`config.mk`:
```
export PLATFORM = sky130hd
export DESIGN_NAME = quic_initial_header_parser
export DESIGN_NICKNAME = d
export VERILOG_FILES = /design/src/design/qihp_pkg.sv /design/src/design/qihp_parser.sv /design/src/design/qihp_out_fifo.sv /design/src/design/quic_initial_header_parser.sv
export VERILOG_INCLUDE_DIRS = /design/src /design/src/design
export SDC_FILE = /design/constraint.sdc
export NUM_CORES = 1
export LEC_CHECK = 0
export ABC_AREA = 1
export BUFFER_PORTS_ARGS = -buffer_cell sky130_fd_sc_hd__buf_2
export CORE_UTILIZATION = 30
export CTS_CLUSTER_SIZE = 40
export DETAILED_ROUTE_END_ITERATION = 6
export SYNTH_ARGS = -nofsm -noshare
export SYNTH_HDL_FRONTEND = slang
export SYNTH_HIERARCHICAL = 1
export SYNTH_SLANG_ARGS = --single-unit
export TNS_END_PERCENT = 30
```
`constraint.sdc`:
```
create_clock -name i_clk -period 5.1 [get_ports i_clk]
set_clock_uncertainty 0.2 [all_clocks]
set_input_delay 0.51 -clock i_clk [delete_from_list [all_inputs] [get_ports i_clk]]
set_output_delay 0.51 -clock i_clk [all_outputs]
set_load 0.01 [all_outputs]
```
`src/design/quic_initial_header_parser_macros.svh`:
```
// Assertion macros for the QUIC initial header parser.
// Included by the modules that carry concurrent checks; needs i_clk and i_rst_n in scope.
`ifndef QUIC_INITIAL_HEADER_PARSER_MACROS_SVH
`define QUIC_INITIAL_HEADER_PARSER_MACROS_SVH

`ifndef NO_ASSERTIONS

// same-cycle implication
`define QIHP_ASSERT_NOW(lbl, ante, cons) \
    lbl: assert property (@(posedge i_clk) disable iff (!i_rst_n) (ante) |-> (cons)) \
        else $error("qihp check failed");

// next-cycle implication
`define QIHP_ASSERT_NEXT(lbl, ante, cons) \
    lbl: assert property (@(posedge i_clk) disable iff (!i_rst_n) (ante) |=> (cons)) \
        else $error("qihp check failed");

`else

`define QIHP_ASSERT_NOW(lbl, ante, cons)
`define QIHP_ASSERT_NEXT(lbl, ante, cons)

`endif

`endif

```
`src/design/qihp_pkg.sv`:
```
// Shared types and constants for the QUIC initial header parser.
// No dependencies; used by every module of the block.
package qihp_pkg;

    localparam int MAX_ID_LEN = 20;
    localparam logic [31:0] VERSION_DEFAULT = 32'h0000_0001;

    localparam int FIFO_DEPTH = 4;
    localparam int FIFO_PTR_W = $clog2(FIFO_DEPTH);
    localparam int FIFO_CNT_W = $clog2(FIFO_DEPTH + 1);

    typedef enum logic [2:0] {
        PH_FIRST   = 3'd0,
        PH_VERSION = 3'd1,
        PH_DLEN    = 3'd2,
        PH_DID     = 3'd3,
        PH_SLEN    = 3'd4,
        PH_SID     = 3'd5,
        PH_DONE    = 3'd6,
        PH_FAILED  = 3'd7
    } t_phase;

    typedef enum logic [2:0] {
        ST_OK      = 3'd0,
        ST_SHORT   = 3'd1,
        ST_TRUNC   = 3'd2,
        ST_BADVER  = 3'd3,
        ST_TOOLONG = 3'd4
    } t_status;

    typedef enum logic [1:0] {
        KIND_DEST   = 2'd0,
        KIND_SRC    = 2'd1,
        KIND_STATUS = 2'd2
    } t_kind;

    typedef struct packed {
        logic [7:0] data_byte;
        logic       last_byte;
    } t_in_item;

    typedef struct packed {
        t_kind       result_kind;
        logic [7:0]  id_byte;
        logic [4:0]  id_byte_position;
        t_status     parse_status;
        logic [31:0] version_seen;
        logic [4:0]  dest_id_length;
        logic [4:0]  source_id_length;
        logic        end_of_run;
    } t_out_item;

    // up to two results per input item: an ID byte, then the status
    typedef struct packed {
        logic      id_valid;
        t_out_item id_item;
        logic      st_valid;
        t_out_item st_item;
    } t_results;

endpackage

```
`src/design/qihp_parser.sv`:
```
// Header parse state and per-byte next-state / result logic.
// Depends on qihp_pkg and the assertion macro header.
`include "quic_initial_header_parser_macros.svh"

module qihp_parser
    import qihp_pkg::*;
(
    input  logic        i_clk,
    input  logic        i_rst_n,
    input  logic        i_take,
    input  t_in_item    i_item,
    input  logic [31:0] i_version,
    output t_results    o_res
);

    t_phase      r_phase, n_phase;
    logic [4:0]  r_cnt, n_cnt;
    logic [31:0] r_ver, n_ver;
    logic [4:0]  r_dlen, n_dlen;
    logic [4:0]  r_slen, n_slen;
    t_status     r_fail, n_fail;

    logic [7:0]  b;
    logic [31:0] ver_shift;
    logic [4:0]  cnt_inc;
    logic [4:0]  id_len;
    t_status     status;

    assign b         = i_item.data_byte;
    assign ver_shift = {r_ver[23:0], b};
    assign cnt_inc   = r_cnt + 5'd1;
    assign id_len    = (r_phase == PH_DID) ? r_dlen : r_slen;

    always_comb begin
        n_phase = r_phase;
        n_cnt   = r_cnt;
        n_ver   = r_ver;
        n_dlen  = r_dlen;
        n_slen  = r_slen;
        n_fail  = r_fail;
        o_res   = '0;

        case (r_phase)
            PH_FIRST: begin
                if (!b[7]) begin
                    n_fail  = ST_SHORT;
                    n_phase = PH_FAILED;
                end else begin
                    n_phase = PH_VERSION;
                    n_cnt   = '0;
                end
            end
            PH_VERSION: begin
                n_ver = ver_shift;
                n_cnt = cnt_inc;
                if (cnt_inc == 5'd4) begin
                    n_cnt = '0;
                    if (ver_shift != i_version) begin
                        n_fail  = ST_BADVER;
                        n_phase = PH_FAILED;
                    end else begin
                        n_phase = PH_DLEN;
                    end
                end
            end
            PH_DLEN, PH_SLEN: begin
                if (b > 8'(MAX_ID_LEN)) begin
                    n_fail  = ST_TOOLONG;
                    n_phase = PH_FAILED;
                end else begin
                    n_cnt = '0;
                    if (r_phase == PH_DLEN) begin
                        n_dlen  = b[4:0];
                        n_phase = (b == 8'd0) ? PH_SLEN : PH_DID;
                    end else begin
                        n_slen  = b[4:0];
                        n_phase = (b == 8'd0) ? PH_DONE : PH_SID;
                    end
                end
            end
            PH_DID, PH_SID: begin
                o_res.id_valid                 = 1'b1;
                o_res.id_item.result_kind      = (r_phase == PH_DID) ? KIND_DEST : KIND_SRC;
                o_res.id_item.id_byte          = b;
                o_res.id_item.id_byte_position = r_cnt;
                o_res.id_item.end_of_run       = !i_item.last_byte;
                n_cnt = cnt_inc;
                if (cnt_inc >= id_len) begin
                    n_cnt   = '0;
                    n_phase = (r_phase == PH_DID) ? PH_SLEN : PH_DONE;
                end
            end
            default: begin
            end
        endcase

        // status reflects the state after this byte; first failure wins
        if (n_fail != ST_OK) begin
            status = n_fail;
        end else if (n_phase == PH_DONE) begin
            status = ST_OK;
        end else begin
            status = ST_TRUNC;
        end

        if (i_item.last_byte) begin
            o_res.st_valid              = 1'b1;
            o_res.st_item.result_kind   = KIND_STATUS;
            o_res.st_item.parse_status  = status;
            o_res.st_item.version_seen  = n_ver;
            o_res.st_item.dest_id_length   = (status == ST_OK) ? n_dlen : 5'd0;
            o_res.st_item.source_id_length = (status == ST_OK) ? n_slen : 5'd0;
            o_res.st_item.end_of_run    = 1'b1;
        end
    end

    always_ff @(posedge i_clk) begin
        if (!i_rst_n) begin
            r_phase <= PH_FIRST;
            r_cnt   <= '0;
            r_ver   <= '0;
            r_dlen  <= '0;
            r_slen  <= '0;
            r_fail  <= ST_OK;
        end else if (i_take) begin
            if (i_item.last_byte) begin
                // datagram closed: back to the start
                r_phase <= PH_FIRST;
                r_cnt   <= '0;
                r_ver   <= '0;
                r_dlen  <= '0;
                r_slen  <= '0;
                r_fail  <= ST_OK;
            end else begin
                r_phase <= n_phase;
                r_cnt   <= n_cnt;
                r_ver   <= n_ver;
                r_dlen  <= n_dlen;
                r_slen  <= n_slen;
                r_fail  <= n_fail;
            end
        end
    end

    `QIHP_ASSERT_NOW(a_failed_has_code, r_phase == PH_FAILED, r_fail != ST_OK)
    `QIHP_ASSERT_NEXT(a_last_clears, i_take && i_item.last_byte, r_phase == PH_FIRST && r_fail == ST_OK)

endmodule

```
`src/design/qihp_out_fifo.sv`:
```
// Result queue: takes up to two results a cycle, hands out one a cycle unless stalled.
// Depends on qihp_pkg and the assertion macro header.
`include "quic_initial_header_parser_macros.svh"

module qihp_out_fifo
    import qihp_pkg::*;
(
    input  logic      i_clk,
    input  logic      i_rst_n,
    input  logic      i_push,
    input  t_results  i_res,
    output logic      o_room,
    output logic      o_valid,
    output t_out_item o_item,
    input  logic      i_stall
);

    t_out_item             r_mem [FIFO_DEPTH];
    logic [FIFO_PTR_W-1:0] r_wr, n_wr;
    logic [FIFO_PTR_W-1:0] r_rd;
    logic [FIFO_CNT_W-1:0] r_count;

    logic                  pop;
    logic [1:0]            push_n;
    t_out_item             slot0;
    logic [FIFO_PTR_W-1:0] wr_plus1;

    assign o_valid  = (r_count != '0);
    assign o_item   = r_mem[r_rd];
    assign pop      = o_valid && !i_stall;
    // room for the worst case of two results
    assign o_room   = (r_count <= FIFO_CNT_W'(FIFO_DEPTH - 2));
    assign push_n   = i_push ? (2'(i_res.id_valid) + 2'(i_res.st_valid)) : 2'd0;
    assign slot0    = i_res.id_valid ? i_res.id_item : i_res.st_item;
    assign wr_plus1 = r_wr + FIFO_PTR_W'(1);
    assign n_wr     = r_wr + FIFO_PTR_W'(push_n);

    always_ff @(posedge i_clk) begin
        if (push_n != 2'd0) begin
            r_mem[r_wr] <= slot0;
        end
        if (push_n == 2'd2) begin
            r_mem[wr_plus1] <= i_res.st_item;
        end
    end

    always_ff @(posedge i_clk) begin
        if (!i_rst_n) begin
            r_wr    <= '0;
            r_rd    <= '0;
            r_count <= '0;
        end else begin
            r_wr    <= n_wr;
            r_rd    <= r_rd + FIFO_PTR_W'(pop);
            r_count <= r_count + FIFO_CNT_W'(push_n) - FIFO_CNT_W'(pop);
        end
    end

    `QIHP_ASSERT_NOW(a_count_bound, 1'b1, r_count <= FIFO_CNT_W'(FIFO_DEPTH))
    `QIHP_ASSERT_NOW(a_push_fits, i_push, o_room)

endmodule

```
`src/design/quic_initial_header_parser.sv`:
```
// QUIC v1 long-header parser, one datagram byte per item (qihp_pkg, parser, result queue).
// Path: a byte's results pass the input register, then parse logic into the result queue,
// from which they are handed out.
// Throughput: 1 byte/cycle while the queue has room for two results; the input stalls
// when it lacks that room. A byte with two results drains them one per cycle unless stalled.
// Reset (i_rst_n, synchronous, active low): parser at first byte, queue empty, version 1.
module quic_initial_header_parser
    import qihp_pkg::*;
(
    input  logic        i_clk,
    input  logic        i_rst_n,
    // byte channel
    input  logic        i_in_valid,
    output logic        o_in_stall,
    input  t_in_item    i_in_item,
    // result channel
    output logic        o_out_valid,
    input  logic        i_out_stall,
    output t_out_item   o_out_item,
    // accepted-version register write
    input  logic        i_cfg_valid,
    output logic        o_cfg_ready,
    input  logic [31:0] i_cfg_data
);

    logic        r_in_valid;
    t_in_item    r_in_item;
    logic [31:0] r_accepted_version;

    logic        take;
    logic        room;
    t_results    res;

    // Config writes land unchecked; the user must issue them only while the block is idle.
    assign o_cfg_ready = 1'b1;

    always_ff @(posedge i_clk) begin
        if (!i_rst_n) begin
            r_accepted_version <= VERSION_DEFAULT;
        end else if (i_cfg_valid && o_cfg_ready) begin
            r_accepted_version <= i_cfg_data;
        end
    end

    // Input register: holds one item; it moves into the parser when the
    // result queue can take two results.
    assign take       = r_in_valid && room;
    assign o_in_stall = r_in_valid && !room;

    always_ff @(posedge i_clk) begin
        if (!i_rst_n) begin
            r_in_valid <= 1'b0;
        end else if (!o_in_stall) begin
            r_in_valid <= i_in_valid;
        end
    end

    always_ff @(posedge i_clk) begin
        if (!o_in_stall && i_in_valid) begin
            r_in_item <= i_in_item;
        end
    end

    // Parse state and result generation for the held byte.
    qihp_parser u_parser (
        .i_clk     (i_clk),
        .i_rst_n   (i_rst_n),
        .i_take    (take),
        .i_item    (r_in_item),
        .i_version (r_accepted_version),
        .o_res     (res)
    );

    // Result queue decouples the output stall from the byte stream.
    qihp_out_fifo u_out_fifo (
        .i_clk   (i_clk),
        .i_rst_n (i_rst_n),
        .i_push  (take),
        .i_res   (res),
        .o_room  (room),
        .o_valid (o_out_valid),
        .o_item  (o_out_item),
        .i_stall (i_out_stall)
    );

endmodule
```
# Word-level counts from Yosys, hierarchy flattened

Memory sizes are Yosys's and may differ from the RTL's. A register that Yosys moved wholly into a read port is not among the register bits.
Index checks and enable logic that the tools add are counted.

Muxes and demuxes: 50
Div/mod/pow operators: 0
Add/subtract/negate cells: 7
Eq/ne operators: 11
Magnitude comparators: 3
Bitwise gates (word level): 0
$mul: 0
Shift operators: 0
Reduce and logical (&&, ||, !) cells: 18

Operators by type and width:

| kind                  | count |
|---|---|
| $mux W5               | 16 |
| $mux W32              | 2 |
| $mux W61              | 1 |
| $mux W46              | 1 |
| $mux W3               | 15 |
| $ne A32 B32 Y1        | 1 |
| $pmux W5 S4           | 1 |
| $mux W16              | 1 |
| $pmux W3 S4           | 1 |
| $mux W2               | 5 |
| $eq A3 B3 Y1 const B  | 3 |
| $pmux W3 S3           | 1 |
| $gt A8 B5 Y1 const B  | 1 |
| $logic_not A8 Y1      | 1 |
| $eq A3 B2 Y1 const B  | 2 |
| $logic_not A3 Y1      | 2 |
| $mux W1               | 6 |
| $ne A3 B3 Y1 const B  | 2 |
| $reduce_bool A3 Y1    | 2 |
| $add A5 B1 Y5 const B | 1 |
| $eq A5 B3 Y1 const B  | 1 |
| $ge A5 B5 Y1          | 1 |
| $reduce_bool A5 Y1    | 1 |
| $logic_and A1 B1 Y1   | 4 |
| 13 further kinds      | 17 |

Latch bits: 0
Memories kept: 1
Bits in registers: 102
ROM bits: 0
RAM bits: 244
Word-level logic and storage cells: 103
Input bits: 46

Memory list:

| name             | words | width | read ports | clocked after memory_dff | write ports | line                | source |
|---|---|---|---|---|---|---|---|
| u_out_fifo.r_mem | 4     | 61    | 1          | 1                        | 2           | qihp_out_fifo.sv:18 | `t_out_item r_mem [FIFO_DEPTH];` |

# Longest topological paths before layout

Gate-level depths: netlist of run 1.

Depth after elaboration: 12
Gate-level depth with buffers: 22
Mapped depth without buffers: 21

# Modules after synthesis

The synthesis of run 1 kept the hierarchy.

By module, submodules not included:

| module                     | area each (sq um) | times used | sequential area each (sq um) | cells each |
|---|---|---|---|---|
| qihp_out_fifo              | 12807.3           | 1          | 7467.2                       | 1395 |
| qihp_parser                | 4205.3            | 1          | 1061.0                       | 680 |
| quic_initial_header_parser | 1426.4            | 1          | 930.9                        | 159 |

# Least setup slack after synthesis of run 1

Ideal clock, no wire load.

Path kind: flip-flop to flip-flop
Start: reg u_parser.r_phase[0]
End: mem u_out_fifo/r_mem[2][0] (netlist bit) (enable)
Path slack: 1.457 ns
Path buffers: 1
Cell stages (with the launch flop): 10
Required time: 4.480 ns
Clock period less this slack: 3.643 ns
Data arrival time: 3.023 ns
Path through: dfxtp_1 > inv_2 > nor2_1 > inv_1 > o21ai_2 > ha_1 > nor2_4 > nand2_1 > clkbuf_1 > nand2_1

RTL lines:

| what                   | line                | source |
|---|---|---|
| from (decl)            | qihp_parser.sv:16   | `t_phase r_phase, n_phase;` |
| from (signal assigned) | qihp_parser.sv:135  | `r_phase <= n_phase;` |
| to (decl)              | qihp_out_fifo.sv:18 |  |

==> results of run 1 <==
[power by group through the flow]
stage               Sequential (mW)  Combinational [mW]  Clock, mW
finish                         3.25                1.66       2.83
global route                   3.26                1.86       3.00
CTS                            3.25                1.68       2.89
detailed placement             3.31                1.66          0
global placement               3.31                1.63          0
floorplan                      3.25                1.10          0
[layout make-up]
| type | instances | area (sq um) | share of cell area (%) |
|---|---|---|---|
| clock inverters | 21 | 254.0 | 1.221 |
| repair buffers | 162 | 1081 | 5.196 |
| clock buffers | 50 | 1027 | 4.938 |
| flip-flops and latches | 346 | 9467 | 45.50 |
| multi-input cells | 1564 | 7327 | 35.22 |
| inverters | 178 | 669.4 | 3.218 |
| well taps | 782 | 978.4 | 4.703 |
[per-stage QoR]
stage	cell area (sq um)	setup WS, ps
finish	20800	1162
detailed placement	19180	1241
CTS	20800	1074
global route	20800	648.1
global placement	19180	1396
floorplan	18660	1457
[logic make-up (layout without fill, tap and decap cells)]
kind of cell / after synthesis / count (layout)
DFF: 346 / 346
AOI/OAI and AO/OA: 642 / 642
adders and majority gates: 12 / 12
buffers and inverters: 383 / 411
other: 2 / 61
xor gates and xnor gates: 33 / 33
and+or+nand+nor: 816 / 816
[sequential cells by signal (all words and copies together), names as in the netlist]
name / count
u_out_fifo/r_mem: 244
u_parser/r_fail: 3
u_parser/r_cnt: 5
r_in_item: 9
u_out_fifo/r_wr: 2
u_parser/r_slen: 5
r_in_valid: 1
u_out_fifo/r_count: 3
u_parser/r_phase: 3
r_accepted_version: 32
u_out_fifo/r_rd: 2
u_parser/r_dlen: 5
u_parser/r_ver: 32
[tightest hold or removal path, delay by kind of cell]
| family | cells | cell delay (ps) |
|---|---|---|
| AND/OR/NAND/NOR | 2 | 130 |
| buffers and inverters | 1 | 80 |
[metal layers]
metal | global-route usage, % | wire length [um]
met1 | 21.86 | 23560
met2 | 26.89 | 24020
met3 | 2.441 | 3233
met4 | 6.508 | 1713
met5 | 0 | 0
[cells in the mapped netlist, drive strengths merged]
library cell / instances / area share [%]
o22ai: 91 / 3.1
and2: 1 / 0.034
xor2: 6 / 0.28
nand2: 471 / 9.7
dfxtp: 93 / 10
o21a: 1 / 0.041
o21ai: 510 / 14
a32oi: 1 / 0.048
inv: 177 / 3.6
nor3: 3 / 0.081
nor2: 307 / 6.5
a21oi: 31 / 0.84
ha: 11 / 0.75
nor3b: 1 / 0.041
a21boi: 1 / 0.041
edfxtp: 253 / 41
xnor2: 27 / 1.3
fa: 1 / 0.11
clkinv: 1 / 0.020
nand4: 5 / 0.17
nand3: 16 / 0.58
a211oi: 2 / 0.081
conb: 2 / 0.041
buf: 128 / 5.2
o211ai: 1 / 0.041
clkbuf: 77 / 1.6
a31oi: 3 / 0.10
o21bai: 1 / 0.041
or2: 12 / 0.41
[worst max-delay path by stage]
stage / from / to / slack, ps / cells after the start
detailed placement: u_parser/r_phase[1] / u_out_fifo/r_mem[1][44] / 1240 / 20
CTS: u_out_fifo/r_rd[0] / o_out_item[43] / 1070 / 6
global placement: u_parser/r_phase[1] / u_out_fifo/r_mem[0][10] / 1400 / 19
finish: u_out_fifo/r_rd[0] / o_out_item[43] / 1160 / 6
global route: u_parser/r_phase[1] / u_out_fifo/r_mem[1][44] / 650 / 20
floorplan: u_parser/r_phase[0] / u_out_fifo/r_mem[2][0] / 1460 / 9
[what timing repair did]
item	CTS	global route
hold buffers	34	0
endpoints found under the hold margin	34	0
setup buffers	0	0
==> qor.txt, run 1 <==
GPL Wtd Cong - 0.8505
Row count - 90
HPWL after DPL - 33.33 mm
Max-capacitance violation count - 0
Gate count of the mapped netlist - 2234
CP cell instances - clkinv_2, buf_4, buf_4, o21ai_0, o22ai_1, buf_2
Area grow syn2layout - 12.82%
CP max stage cell - clkinv_2
Sw Ratio - 31.25%
Commonest non-fill, non-tap cell in the layout - nand2_1
# setup viols final - 0
Max IR drop VDD - 233.3 uV
Share of cells above drive strength 1 - 10.43%
CP max stage delay - 730 ps
R2r endpoint - u_out_fifo/r_mem[1][44]
Max frequency - 254.0 MHz
Initial antenna violation count - 1
Antenna-violating nets left - 0
GRT Resource Usage Total - 16.47%
Worst min path class - in2reg
Final worst path period share - 77.21%
Leak - 7.358 nW
Setup_tns - 0 ps
Synthesized area - 18440 sq um
Final routed DRC violation total - 0
Largest family of logic cells by synthesized area - compound AO/OA/AOI/OAI gates
Family with the most delay on the worst path - buffers and inverters
Hold Fails Final Rpt - 0
Hold EP - r_accepted_version[5]
Post-Synth XOR/XNOR Area - 1.567%
Layout Cells excl Fill - 3103
Via/cell ratio - 4.882
Max-slew headroom - 25.44%
Data arrival time of the worst path - 3230 ps
Clock buffer depth - 3
DRT Pass-1 Iters - 6
Kind of critical path - reg2out
Ports - 110
Fin nets - 2349
Number of global-route vias before repair - 14160
1st-iter DRT viols - 1253
Worst path bufs/invs - 4
Total Wirelength - 52.53 mm
P_sw - 2.419 mW
CP Data Required Time - 4390 ps
Post-Synth Simple-Gate Area - 17.43%
Netlist cell types - 42
Compound-Gate Fraction of Synth Area - 18.39%
CTS Sinks - 346
CTS root buf - clkbuf_16
Post-synthesis adder-cell area fraction - 0.8550%
Combinational share of power - 21.4%
Total design power - 7.740 mW
Die Span Y - 249.9 um
Layout fillers - 6227
Port buffer count - 108
Die footprint - 62460 sq um
Clk_lat worst skew - 560 ps
Reg2Reg Depth - 20
Status - finished, final reports clean
WL/cell - 16.93 um
P_int - 5.321 mW
R2R Setup Slk - 1190 ps
Final Max Slew Viols - 0
Sequential share of power - 42.0%
Synth Area per Inst - 8.254 sq um
H-tree depth - 2
Hold Path Stages - 3
CTS tree - built
# diodes - 0
Synth warn - 6
Total CTS buffers - 39
Crit-path max FO - 52
RSZ-0062 raised after global routing - false
Commonest cells after routing, fill and taps aside - 461 x nand2_1, 451 x o21ai_0, 296 x nor2_1
Minimum clock period - 3938 ps
Die width - 249.9 um
Yosys reg bits - 346
Min Hold Slack - 17.55 ps
Clk slew on worst S/H paths - 60 ps
Seq/Total Area, Yosys - 51.30%
Clk pwr share - 36.6%
Final core utilization - 34.34%
Reg2Reg Launch Point - u_parser/r_phase[1]
GRT Residual Overflow - 0
Dpl cells - 2998
Power Density - 372.1 nW/um^2
Post_cts resized - 0
Via count - 15150
Mux share of post-synthesis cell area - 0%
Crit path launch type - flop
Core ar. - 60580 sq um
First-pass GRT wire length - 80.41 mm
Hold Path Origin - i_cfg_data[5]
Initial Util - 30.44%
Largest net degree at the start of global routing - 107
Critical Path End Type - output port
Worst slew pin tran - 1118 ps
Most common cell on crit path - buf_4
(Power assumes the default switching activity.)
==> run 2: changes to the inputs <==
--- a/config.mk
+++ b/config.mk
@@ -6,7 +6,7 @@
 export SDC_FILE = /design/constraint.sdc
 export NUM_CORES = 1
 export LEC_CHECK = 0
-export ABC_AREA = 1
+export ABC_AREA = 0
 export BUFFER_PORTS_ARGS = -buffer_cell sky130_fd_sc_hd__buf_2
 export CORE_UTILIZATION = 30
 export CTS_CLUSTER_SIZE = 40
==> constraint.sdc (replaced) <==
create_clock -name i_clk -period 3.3 [get_ports i_clk]
set_clock_uncertainty 0.2 [all_clocks]
set_input_delay 0.33 -clock i_clk [delete_from_list [all_inputs] [get_ports i_clk]]
set_output_delay 0.33 -clock i_clk [all_outputs]
set_load 0.01 [all_outputs]
==> run 2 against run 1 <==
Net effect: the flow now finishes with violations (setup timing); die area fell by 3.7%; register-to-register slack worse by 1200 ps; wire length is 4.7% lower; sequential share of layout area down 1.1 points; critical path type is now reg2reg; critical endpoint is now u_out_fifo/r_mem[1][10].
==> qor.txt, run 2 <==
Final setup margin - -18.54 ps (-1181 ps)
Count leader, synth - edfxtp_1
Status - finished, violations left
WP depth - 15 (+9)
Die width - 245.2 um (-1.9%)
Total design power - 11.00 mW (+42%)
Yosys reg bits - 346 (unchanged)
Max reg flops - 244 (unchanged)
Hold Path Origin - i_rst_n
GPL Wtd Cong - 0.8174 (-3.9%)
Port buffer count - 108 (unchanged)
R2R Setup Slk - -20 ps (-1210 ps)
Fin nets - 1643 (-30%)
H-tree depth - 2 (unchanged)
CP max stage cell - or3_1
Crit path launch type - flop
Worst path bufs/invs - 4 (unchanged)
Via count - 12290 (-19%)
Final Max Slew Viols - 0 (unchanged)
CTS Sinks - 346 (unchanged)
Failing checks - setup timing
Final routed DRC violation total - 0 (unchanged)
Largest Register - u_out_fifo/r_mem
Largest area contributor in the netlist - edfxtp_1
CTS root buf - clkbuf_16
Final worst path period share - 100.6%
WL/cell - 21.05 um (+24%)
Worst slew pin tran - 1056 ps (-62.24 ps)
Via/cell ratio - 5.171 (+5.9%)
Leak - 7.555 nW (+2.7%)
Commonest cells after routing, fill and taps aside - 253 x edfxtp_1, 239 x o2bb2ai_1, 144 x nand2_1
CP max stage delay - 400 ps (-330 ps)
Total Wirelength - 50.04 mm (-4.7%)
Max-capacitance violation count - 0 (unchanged)
Clock buffer depth - 3 (unchanged)
Max frequency - 301.3 MHz
Top Registers - u_out_fifo/r_mem: 244 flops, r_accepted_version: 32 flops, u_parser/r_ver: 32 flops
CTS tree - built
Post-synth top cells - 253 x edfxtp_1, 245 x o2bb2ai_1, 146 x nand2_1
Netlist cell types - 63 (+50%)
Share of cells above drive strength 1 - 24.26% (+14 points)
Kind of critical path - reg2reg
Post-synth EDFFs - 253 (unchanged)
Minimum clock period - 3319 ps
Synth Area per Inst - 12.52 sq um (+52%)
Synth async-reset ratio - 0% (unchanged)
Clk slew on worst S/H paths - 60 ps (about the same)
Dpl ws - -193.0 ps (-1435 ps)
Reg2Reg Depth - 15 (-25%)
Gate count of the mapped netlist - 1417 (-37%)
Hold Path Stages - 2 (-1)
Row count - 88 (-2.2%)
HPWL after DPL - 31.98 mm (-4.0%)
First-pass GRT wire length - 76.12 mm (-5.3%)
Crit-path max FO - 5 (-90%)
Antenna-violating nets left - 0 (unchanged)
Hold Fails Final Rpt - 0 (unchanged)
Seq/Total Area, Yosys - 53.30% (+2.0 points)
CP cell instances - nor2b_4, nand2_2, buf_6, buf_6, mux2i_2, ha_2, o21a_1, a221oi_2, or3_1, a211oi_2, nand2_2, buf_4, buf_12, nor3_4, o2bb2ai_1
Setup_tns - -37.89 ps (-37.89 ps)
# setup viols final - 6 (+6)
Power Density - 516.2 nW/um^2 (+39%)
Max IR drop VDD - 310.0 uV (+33%)
Top cells by area, synth - edfxtp_1 43%, o2bb2ai_1 12%, dfxtp_1 10%, mux4_2 7.7%, nand2_1 3.1%
1st-iter DRT viols - 896 (-28%)
RSZ-0062 raised after global routing - true
Min Hold Slack - 56.54 ps (+38.99 ps)
Initial antenna violation count - 2 (+1)
Clk_lat worst skew - 540 ps (-20 ps)
Reg2Reg Launch Point - u_parser/r_phase[0]
Max-slew headroom - 29.59% (+4.1 points)
Synth warn - 6 (unchanged)
Total CTS buffers - 37 (-5.1%)
DRT Pass-1 Iters - 5 (-1)
GRT Resource Usage Total - 16.49% (+0.020 points)
Commonest non-fill, non-tap cell in the layout - edfxtp_1
Initial Util - 30.58% (+0.15 points)
Core ar. - 58030 sq um (-4.2%)
Worst min path class - in2reg
Area grow syn2layout - 20.11%
Layout fillers - 5565 (-11%)
Ys flop type - edfxtp_1
Largest net degree at the start of global routing - 81 (-24%)
# diodes - 0 (unchanged)
CP Data Required Time - 3470 ps (-920 ps)
Critical Path End Type - flop
Synth top area share - 42.81% (+1.6 points)
Data arrival time of the worst path - 3490 ps (+260 ps)
Family with the most delay on the worst path - simple AND/OR/NAND/NOR gates
Die footprint - 60130 sq um (-3.7%)
GRT Residual Overflow - 0 (unchanged)
Die Span Y - 245.2 um (-1.9%)
R2r endpoint - u_out_fifo/r_mem[1][10]
Synthesized area - 17750 sq um (-3.8%)
Hold EP - r_accepted_version[0]
Number of global-route vias before repair - 12360 (-13%)
Ports - 110 (unchanged)
[run 2: cell types whose count changed after synthesis, sizes merged, moves of 86 or more]
cell     change
o21ai      -491
nor2       -285
o2bb2ai    +245
o22ai       -86
inv        -163
nand2      -324
[run 2: cells by family (layout without fill, tap and decap cells)]
family          count (synthesis)  after routing  share of synthesized area [%]
mux                           111            111                          10.58
simple gates                  334            334                          9.836
fa+ha+maj                      13             13                         0.9518
buf+inv                       196            332                          6.219
xor+xnor                       39             39                          1.925
flops                         346            346                          53.30
other cells                     2             61                        0.04232
compound gates                376            376                          17.15
[run 2: cell type report]
cell class                      instances  area [sq um]  share of cell area [%]
Inverter                               14         52.55                  0.2466
Clock inverter                         17         125.1                  0.5870
Tap cell                              765         957.2                   4.491
Clock buffer                           49          1046                   4.908
Sequential cell                       346          9467                   44.41
Timing Repair Buffer                  252          1991                   9.340
Multi-Input combinational cell        934          7676                   36.01
[run 2: metrics by stage]
step | cell area [sq um] | utilization (%) | std cells
after global placement | 19410 | 33.45 | 2256
after global routing | 21310 | 36.73 | 2377
after floorplan | 17990 | - | 1476
after detailed placement | 19410 | 33.45 | 2256
after CTS | 21220 | 36.57 | 2372
final | 21310 | 36.73 | 2377
[run 2: worst max path at each step]
stage	from	endpoint	slack [ps]
global placement	u_parser/r_phase[0]	u_out_fifo/r_mem[0][1]	-50
finish	u_parser/r_phase[0]	u_out_fifo/r_mem[1][10]	-20
CTS	r_in_item[5]	u_out_fifo/r_mem[3][4]	-10
global route	u_parser/r_phase[0]	u_out_fifo/r_mem[3][10]	-130
detailed placement	u_parser/r_phase[0]	u_out_fifo/r_mem[2][1]	-190
floorplan	u_parser/r_phase[0]	u_out_fifo/r_mem[0][44]	-30
[run 2: routing by layer]
layer / vias up / GRT usage, % / share of wire (%)
met5: - / 0 / 0
met4: 0 / 4.982 / 2.4
met3: 80 / 2.384 / 5.4
met2: 410 / 26.26 / 47
met1: 6102 / 23.08 / 46
li1: 5699 / - / -
[run 2: repair_timing]
item                                    CTS  global route
endpoints found under the hold margin    43             0
hold buffers                             43             0
endpoints found under the setup margin   44            44
gates cloned                              1             0
pin swaps                                17            27
setup buffers                             6             6
gates resized for setup                  25            11
[run 2: report_power, final]
part / internal (mW) / total [mW] / switching, mW
clock network: 2.32 / 4.06 / 1.75
logic: 0.938 / 2.01 / 1.07
registers: 4.80 / 4.93 / 0.132
